==> config.mk <==
export PLATFORM = sky130hd
export DESIGN_NAME = tolerant_set_store_unit
export DESIGN_NICKNAME = d
export VERILOG_FILES = /design/src/tss_pkg.sv /design/src/tss_match.sv /design/src/tss_store.sv /design/src/tolerant_set_store_unit.sv
export VERILOG_INCLUDE_DIRS = /design/src /design/src/src
export SDC_FILE = /design/constraint.sdc
export NUM_CORES = 2
export LEC_CHECK = 0
export BUFFER_PORTS_ARGS = -buffer_cell sky130_fd_sc_hd__buf_2
export CORE_MARGIN = 2
export CORE_UTILIZATION = 25
export CTS_BUF_LIST = sky130_fd_sc_hd__clkbuf_8
export DETAILED_ROUTE_END_ITERATION = 8
export SYNTH_ARGS = -nofsm -noshare
export SYNTH_HDL_FRONTEND = slang
export SYNTH_SLANG_ARGS = --single-unit
export TNS_END_PERCENT = 5
==> constraint.sdc <==
create_clock -name clk -period 7.42 [get_ports clk]
set_input_delay 0.742 -clock clk [delete_from_list [all_inputs] [get_ports clk]]
set_output_delay 0.742 -clock clk [all_outputs]
set_load 0.01 [all_outputs]
==> src/tolerant_set_store_unit_macros.svh <==
// assertion macros for the tolerant set store
`ifndef TOLERANT_SET_STORE_UNIT_MACROS_SVH
`define TOLERANT_SET_STORE_UNIT_MACROS_SVH

`ifndef SYNTHESIS

`define TSS_ASSERT_SAME(label, ante, cons) \
    label: assert property (@(posedge clk) disable iff (!rst_n) (ante) |-> (cons)) \
        else $error("tss: same-cycle check failed");

`define TSS_ASSERT_NEXT(label, ante, cons) \
    label: assert property (@(posedge clk) disable iff (!rst_n) (ante) |=> (cons)) \
        else $error("tss: next-cycle check failed");

`else

`define TSS_ASSERT_SAME(label, ante, cons)
`define TSS_ASSERT_NEXT(label, ante, cons)

`endif

`endif

==> src/tss_pkg.sv <==
package tss_pkg;

    localparam int OP_W         = 2;
    localparam int VALUE_PORT_W = 32;
    localparam int TOL_W        = 31;
    localparam int COUNT_PORT_W = 7;

    localparam logic [OP_W-1:0] OP_INSERT = 2'd0;
    localparam logic [OP_W-1:0] OP_DELETE = 2'd1;
    localparam logic [OP_W-1:0] OP_LOOKUP = 2'd2;

    localparam logic [TOL_W-1:0] TOL_RESET = 31'd1;

    typedef enum logic [4:0] {
        ST_IDLE  = 5'b00001,
        ST_SCAN  = 5'b00010,
        ST_EXEC  = 5'b00100,
        ST_SHIFT = 5'b01000,
        ST_DONE  = 5'b10000
    } state_t;

endpackage

==> src/tss_match.sv <==
module tss_match
    import tss_pkg::*;
#(
    parameter int VALUE_WIDTH = 32
)
(
    input  logic [VALUE_WIDTH-1:0] a,
    input  logic [VALUE_WIDTH-1:0] b,
    input  logic [TOL_W-1:0]       tolerance,
    output logic                   hit
);

    localparam int DIFF_W = VALUE_WIDTH + 1;
    localparam int CMP_W  = (DIFF_W > TOL_W) ? DIFF_W : TOL_W;

    logic signed [DIFF_W-1:0] diff;
    logic        [DIFF_W-1:0] mag;

    // exact signed difference, one extra bit
    assign diff = $signed({a[VALUE_WIDTH-1], a}) - $signed({b[VALUE_WIDTH-1], b});
    assign mag  = diff[DIFF_W-1] ? (~diff + 1'b1) : diff;
    assign hit  = CMP_W'(mag) < CMP_W'(tolerance);

endmodule

==> src/tss_store.sv <==
module tss_store
#(
    parameter int DEPTH = 64,
    parameter int WIDTH = 32,
    parameter int AW    = 6
)
(
    input  logic             clk,
    input  logic             we,
    input  logic [AW-1:0]    waddr,
    input  logic [WIDTH-1:0] wdata,
    input  logic [AW-1:0]    raddr,
    output logic [WIDTH-1:0] rdata
);

    logic [WIDTH-1:0] mem [DEPTH];
    logic [WIDTH-1:0] rdata_reg;

    always_ff @(posedge clk)
    begin
        if (we)
        begin
            mem[waddr] <= wdata;
        end
        rdata_reg <= mem[raddr];
    end

    assign rdata = rdata_reg;

endmodule

==> src/tolerant_set_store_unit.sv <==
// tolerant set store: one request at a time, one result word per request
// lookup and insert go from accept through scan and execute to the result register,
// the scan reads one entry per cycle and stops at the first match
// delete of a match moves later entries down before the result is loaded
// next word taken the cycle after the result is loaded
// reset: count 0, tolerance 1; entry memory is not cleared, no reset pass
module tolerant_set_store_unit
    import tss_pkg::*;
#(
    parameter int CAPACITY    = 64,
    parameter int VALUE_WIDTH = 32
)
(
    input  logic                           clk,
    input  logic                           rst_n,
    input  logic                           cfg_write_en,
    input  logic [TOL_W-1:0]               cfg_write_data,
    input  logic                           in_valid,
    output logic                           in_ready,
    input  logic [OP_W-1:0]                op,
    input  logic signed [VALUE_PORT_W-1:0] value,
    output logic                           out_valid,
    input  logic                           out_ready,
    output logic                           found,
    output logic                           status,
    output logic [COUNT_PORT_W-1:0]        entry_count
);

`include "tolerant_set_store_unit_macros.svh"

    localparam int AW    = (CAPACITY > 1) ? $clog2(CAPACITY) : 1;
    localparam int CNT_W = $clog2(CAPACITY + 1);
    localparam logic [CNT_W-1:0] CAP_CNT = CNT_W'(CAPACITY);

    state_t state_reg, state_next;

    logic [TOL_W-1:0]       tol_reg;
    logic [OP_W-1:0]        op_reg, op_next;
    logic [VALUE_WIDTH-1:0] key_reg, key_next;
    logic [VALUE_WIDTH-1:0] in_key;
    logic [CNT_W-1:0]       count_reg, count_next;
    logic [CNT_W-1:0]       idx_reg, idx_next;
    logic                   pend_reg, pend_next;
    logic [CNT_W-1:0]       pend_idx_reg, pend_idx_next;
    logic [CNT_W-1:0]       pend_idx_m1;
    logic                   found_reg, found_next;
    logic [CNT_W-1:0]       hit_idx_reg, hit_idx_next;
    logic                   status_reg, status_next;

    logic                    out_valid_reg, out_valid_next;
    logic                    out_found_reg, out_found_next;
    logic                    out_status_reg, out_status_next;
    logic [COUNT_PORT_W-1:0] out_count_reg, out_count_next;

    logic                   mem_we;
    logic [AW-1:0]          mem_waddr;
    logic [VALUE_WIDTH-1:0] mem_wdata;
    logic [VALUE_WIDTH-1:0] mem_rdata;
    logic                   cmp_hit;
    logic                   issue;

    if (VALUE_WIDTH <= VALUE_PORT_W)
    begin : g_key_narrow
        assign in_key = value[VALUE_WIDTH-1:0];
    end
    else
    begin : g_key_wide
        // the 32-bit word zero-extends when the stored width is larger
        assign in_key = {{(VALUE_WIDTH-VALUE_PORT_W){1'b0}}, value};
    end

    tss_store #(
        .DEPTH (CAPACITY),
        .WIDTH (VALUE_WIDTH),
        .AW    (AW)
    ) u_store (
        .clk   (clk),
        .we    (mem_we),
        .waddr (mem_waddr),
        .wdata (mem_wdata),
        .raddr (idx_reg[AW-1:0]),
        .rdata (mem_rdata)
    );

    tss_match #(
        .VALUE_WIDTH (VALUE_WIDTH)
    ) u_match (
        .a         (mem_rdata),
        .b         (key_reg),
        .tolerance (tol_reg),
        .hit       (cmp_hit)
    );

    assign pend_idx_m1 = pend_idx_reg - 1'b1;
    assign issue       = idx_reg < count_reg;
    assign in_ready    = (state_reg == ST_IDLE);

    always_comb
    begin
        state_next      = state_reg;
        op_next         = op_reg;
        key_next        = key_reg;
        count_next      = count_reg;
        idx_next        = idx_reg;
        pend_next       = 1'b0;
        pend_idx_next   = pend_idx_reg;
        found_next      = found_reg;
        hit_idx_next    = hit_idx_reg;
        status_next     = status_reg;
        out_valid_next  = out_valid_reg && !out_ready;
        out_found_next  = out_found_reg;
        out_status_next = out_status_reg;
        out_count_next  = out_count_reg;
        mem_we          = 1'b0;
        mem_waddr       = pend_idx_m1[AW-1:0];
        mem_wdata       = mem_rdata;

        case (state_reg)
            ST_IDLE:
            begin
                if (in_valid)
                begin
                    op_next    = op;
                    key_next   = in_key;
                    idx_next   = '0;
                    state_next = ST_SCAN;
                end
            end
            ST_SCAN:
            begin
                if (pend_reg && cmp_hit)
                begin
                    found_next   = 1'b1;
                    hit_idx_next = pend_idx_reg;
                    state_next   = ST_EXEC;
                end
                else if (!pend_reg && !issue)
                begin
                    found_next = 1'b0;
                    state_next = ST_EXEC;
                end
                else
                begin
                    pend_next     = issue;
                    pend_idx_next = idx_reg;
                    if (issue)
                    begin
                        idx_next = idx_reg + 1'b1;
                    end
                end
            end
            ST_EXEC:
            begin
                status_next = 1'b0;
                state_next  = ST_DONE;
                if (op_reg == OP_INSERT && !found_reg)
                begin
                    if (count_reg < CAP_CNT)
                    begin
                        mem_we     = 1'b1;
                        mem_waddr  = count_reg[AW-1:0];
                        mem_wdata  = key_reg;
                        count_next = count_reg + 1'b1;
                    end
                    else
                    begin
                        status_next = 1'b1;
                    end
                end
                else if (op_reg == OP_DELETE && found_reg)
                begin
                    idx_next   = hit_idx_reg + 1'b1;
                    state_next = ST_SHIFT;
                end
            end
            ST_SHIFT:
            begin
                // read entry j+1, write it to j in the following cycle
                if (pend_reg)
                begin
                    mem_we = 1'b1;
                end
                if (!issue && !pend_reg)
                begin
                    count_next = count_reg - 1'b1;
                    state_next = ST_DONE;
                end
                else
                begin
                    pend_next     = issue;
                    pend_idx_next = idx_reg;
                    if (issue)
                    begin
                        idx_next = idx_reg + 1'b1;
                    end
                end
            end
            ST_DONE:
            begin
                if (!out_valid_reg || out_ready)
                begin
                    out_valid_next  = 1'b1;
                    out_found_next  = found_reg;
                    out_status_next = status_reg;
                    out_count_next  = COUNT_PORT_W'(count_reg);
                    state_next      = ST_IDLE;
                end
            end
            default:
            begin
                state_next = ST_IDLE;
            end
        endcase
    end

    always_ff @(posedge clk or negedge rst_n)
    begin
        if (!rst_n)
        begin
            state_reg     <= ST_IDLE;
            tol_reg       <= TOL_RESET;
            count_reg     <= '0;
            pend_reg      <= 1'b0;
            out_valid_reg <= 1'b0;
        end
        else
        begin
            state_reg     <= state_next;
            count_reg     <= count_next;
            pend_reg      <= pend_next;
            out_valid_reg <= out_valid_next;
            if (cfg_write_en)
            begin
                tol_reg <= cfg_write_data;
            end
        end
    end

    always_ff @(posedge clk)
    begin
        op_reg         <= op_next;
        key_reg        <= key_next;
        idx_reg        <= idx_next;
        pend_idx_reg   <= pend_idx_next;
        found_reg      <= found_next;
        hit_idx_reg    <= hit_idx_next;
        status_reg     <= status_next;
        out_found_reg  <= out_found_next;
        out_status_reg <= out_status_next;
        out_count_reg  <= out_count_next;
    end

    assign out_valid   = out_valid_reg;
    assign found       = out_found_reg;
    assign status      = out_status_reg;
    assign entry_count = out_count_reg;

    `TSS_ASSERT_SAME(a_count_bound, 1'b1, count_reg <= CAP_CNT)
    `TSS_ASSERT_SAME(a_shift_addr, (state_reg == ST_SHIFT) && pend_reg, pend_idx_reg != '0)
    `TSS_ASSERT_SAME(a_full_no_hit, out_valid_reg && out_status_reg, !out_found_reg)
    `TSS_ASSERT_NEXT(a_accept_scan, in_valid && in_ready, state_reg == ST_SCAN)

endmodule

==> summary.txt <==
Initial core utilization: 25.1%
TritonRoute pass-1 iters: 6
DRC: 0
I/O pins: 81
Worst-path clk slew: 0.06 ns
Gr ovfl total: 0
Count of flip-flops with a built-in enable after synthesis: 2114
Crit Path Class: register to register
CTS Hold Bufs: 67
Worst hold start: value[4]
NetSw: 13.0 mW
Synth async-reset ratio: 2.05%
Post-Syn Nets: 4082
Die area: 0.351 mm2
Fin Clk Skew: 0.0723 ns
Max cap viols: 0
Setup crit start kind: register
Vias/cell: 4.55
Final nets: 4549
Final wirelength: 214000 um
Non-filler cells, final: 9241
Max Root-Sink Buffers: 4
CP max stage cell: a211oi_1
Core Area: 0.345 mm2
Clock latency on the worst-skew pair: 1.04 ns
Layout cells sized above 1: 30.7%
FF-to-FF path depth: 21
Largest net degree at the start of global routing: 121
Hold depth: 1
Inst Count DP: 8538
Chip height: 592 um
Tightest Pin Transition: 1.15 ns
IO Port Bufs: 80
CTS sink count: 2191
Status: complete, no violations
Switching Share: 33.2%
Sequential share of the synthesized area: 75.4%
Leak: 31.6 nW
Iter 0 DRT Violations: 4212
Mean Syn Cell Area: 22.0 um2
First-pass GRT wire length: 307000 um
Post-synth cell types: 78
Maximum clock frequency: 160 MHz
Post-layout minimum cycle time: 6.26 ns
Num CTS Buffers: 372
Post-CTS setup buffer count: 0
Placer congestion estimate: 0.821
Critical path, cell by cell: ha_1, fa_1, nand2b_1, a21o_1, a21boi_0, o21ai_0, a211o_1, a2111oi_4, nand3_2, nor2_1, a21oi_1, a21oi_1, xnor2_1, ha_1, nand4_1, nor4_1, o41ai_1, a21o_1, nand3b_1, a211oi_4, a211oi_1
Fin Hold WS: 0.0645 ns
Root buf cell: clkbuf_8
Slew margin rel.: 23.2%
H-tree levels: 5
Final setup fails: 0
Vias in the first global route: 43500
Seq cells post-synth: 2191
Wire per inst: 23.1 um
Final Cycle Share: 84.4%
Clock share of power: 24.6%
Antenna violations before repair: 22
Synth warn: 0
Post-CTS Resized: 0
Pint: 26.1 mW
Worst path max stage delay: 0.90 ns
VDD IR max: 0.000320 V
Total number of vias: 42000
Final hold viol count: 0
Detail Route Antenna Nets: 0
Die Span X: 592 um
Min-Delay Endpoint: key_reg[4]
Data arrival, critical path: 6.88 ns
Worst hold path type: input port to register
Worst setup EP type: register
Setup_tns: 0 ns
RSZ-0062 raised after global routing: no
FF-to-FF setup slack: 1.16 ns
Pwr dens: 386 mW/mm2
CP Max Fanout: 8
Mapped Area: 0.0865 mm2
Max FFs per register: 2048
Sequential share of power: 40.4%
Primary FF master, synth: edfxtp_1
Gate power share: 35.0%
Synth Instances: 3934
GRT Util Overall: 11.9%
Fin. max-slew vios: 0
Detail Placement HPWL: 125000 um
Site Rows: 216
Critical R2R Launch: key_reg[0]
CTS tree: built
Layout Area Growth over Synthesis: 16.8%
Worst Path Required: 8.04 ns
Reg2reg end: pend_idx_reg[3]
-- worst max-delay path by stage --
stage                from              end  slack, ns  cells past startpoint
6_report       key_reg[0]  pend_idx_reg[3]       1.16                     21
2_1_floorplan  key_reg[0]  pend_idx_reg[0]       1.89                     24
5_1_grt        key_reg[0]  pend_idx_reg[1]       0.70                     21
4_1_cts        key_reg[0]  pend_idx_reg[1]       1.16                     21
3_5_place_dp   key_reg[0]  pend_idx_reg[1]       1.22                     21
3_3_place_gp   key_reg[0]   hit_idx_reg[3]       1.27                     24
-- routing by layer --
metal,routed length (um),vias to the layer above,global-route usage (%)
li1,-,17500,-
met4,4280,4,3.19
met1,89900,22600,15.8
met3,14600,311,2.40
met5,27,-,0
met2,105000,1583,19.8
-- cells in the mapped netlist (4+ instances only) --
cell type	count	area, um2
xnor2_1	44	385
nor2_1	112	420
o211ai_1	8	60.1
o21ai_1	4	20.0
ha_1	76	951
a21o_1	26	195
o21bai_1	7	52.6
nor3_1	14	70.1
xor2_1	25	219
inv_1	89	334
a21oi_1	65	325
o22ai_1	8	50.1
o21a_1	14	105
and2_1	4	25.0
a21boi_0	4	30.0
clkbuf_1	127	477
and3_1	4	25.0
nand2_1	146	548
o21ai_0	102	510
a31oi_1	7	43.8
or3_1	6	37.5
a211oi_1	4	30.0
mux4_2	672	15100
nand4_1	10	62.6
dfrtp_1	43	1080
nand3b_1	5	37.5
o31a_1	5	43.8
edfxtp_1	2114	63500
dfxtp_1	32	641
nand3_1	24	120
nand2b_1	8	50.1
o31ai_1	7	52.6
nor2b_1	5	31.3
buf_1	52	195
-- layout by cell type (no fill, tap or decap), types with 48 or more instances in the layout --
cell / instances
nor2_4: 64
nor2_1: 48
nand2_1: 146
buf_4: 117
o21ai_0: 70
clkbuf_8: 384
edfxtp_1: 2114
buf_2: 80
dlygate4sd3_1: 67
clkinv_1: 84
a21oi_1: 65
inv_1: 209
ha_1: 76
mux4_2: 672
-- logic make-up after synthesis --
| kind of cell | Yosys count | synth area share (%) |
|---|---|---|
| buffers and inverters | 271 | 1.19 |
| flip-flops | 2191 | 75.4 |
| XOR/XNOR | 69 | 0.698 |
| AO/OA/AOI/OAI | 295 | 2.19 |
| adder cells (fa/ha/maj) | 78 | 1.15 |
| multiplexers | 676 | 17.5 |
| AND/OR/NAND/NOR | 354 | 1.83 |
-- final cells by class --
cell class | instances | area [um2]
multi-input cells | 1472 | 21100
well taps | 4578 | 5730
clock inverters | 248 | 1160
clock buffers | 384 | 5290
flip-flops and latches | 2191 | 65300
fillers | 33400 | 244000
diodes | 4 | 10.0
inverters | 89 | 334
repair buffers | 275 | 2170
-- worst max-delay path, delay by kind of cell (launching register included) --
kind	cells	cell delay [ns]
AND/OR/NAND/NOR	6	1.16
XOR/XNOR	1	0.09
AO/OA/AOI/OAI	11	3.24
flip-flops	1	0.40
adder cells (fa/ha/maj)	3	0.94
-- per-stage QoR --
stage / total power, mW / cell area [um2] / util (%) / setup slack, ns
2_1_floorplan: 25.2 / 86500 / - / 1.89
3_5_place_dp: 29.7 / 93900 / 27.2 / 1.22
4_1_cts: 39.3 / 101000 / 29.3 / 1.16
6_report: 39.0 / 101000 / 29.3 / 1.16
5_1_grt: 40.8 / 101000 / 29.3 / 0.699
3_3_place_gp: 29.4 / 93900 / 27.2 / 1.27
-- power groups by stage --
| stage | combinational, mW | sequential [mW] | clock, mW |
|---|---|---|---|
| CTS | 13.7 | 15.8 | 9.83 |
| global route | 14.6 | 15.8 | 10.4 |
| detailed placement | 13.7 | 16.0 | 0 |
| global placement | 13.4 | 16.0 | 0 |
| finish | 13.6 | 15.8 | 9.61 |
| floorplan | 8.97 | 16.2 | 0 |
Power figures use the tool's default switching activity.
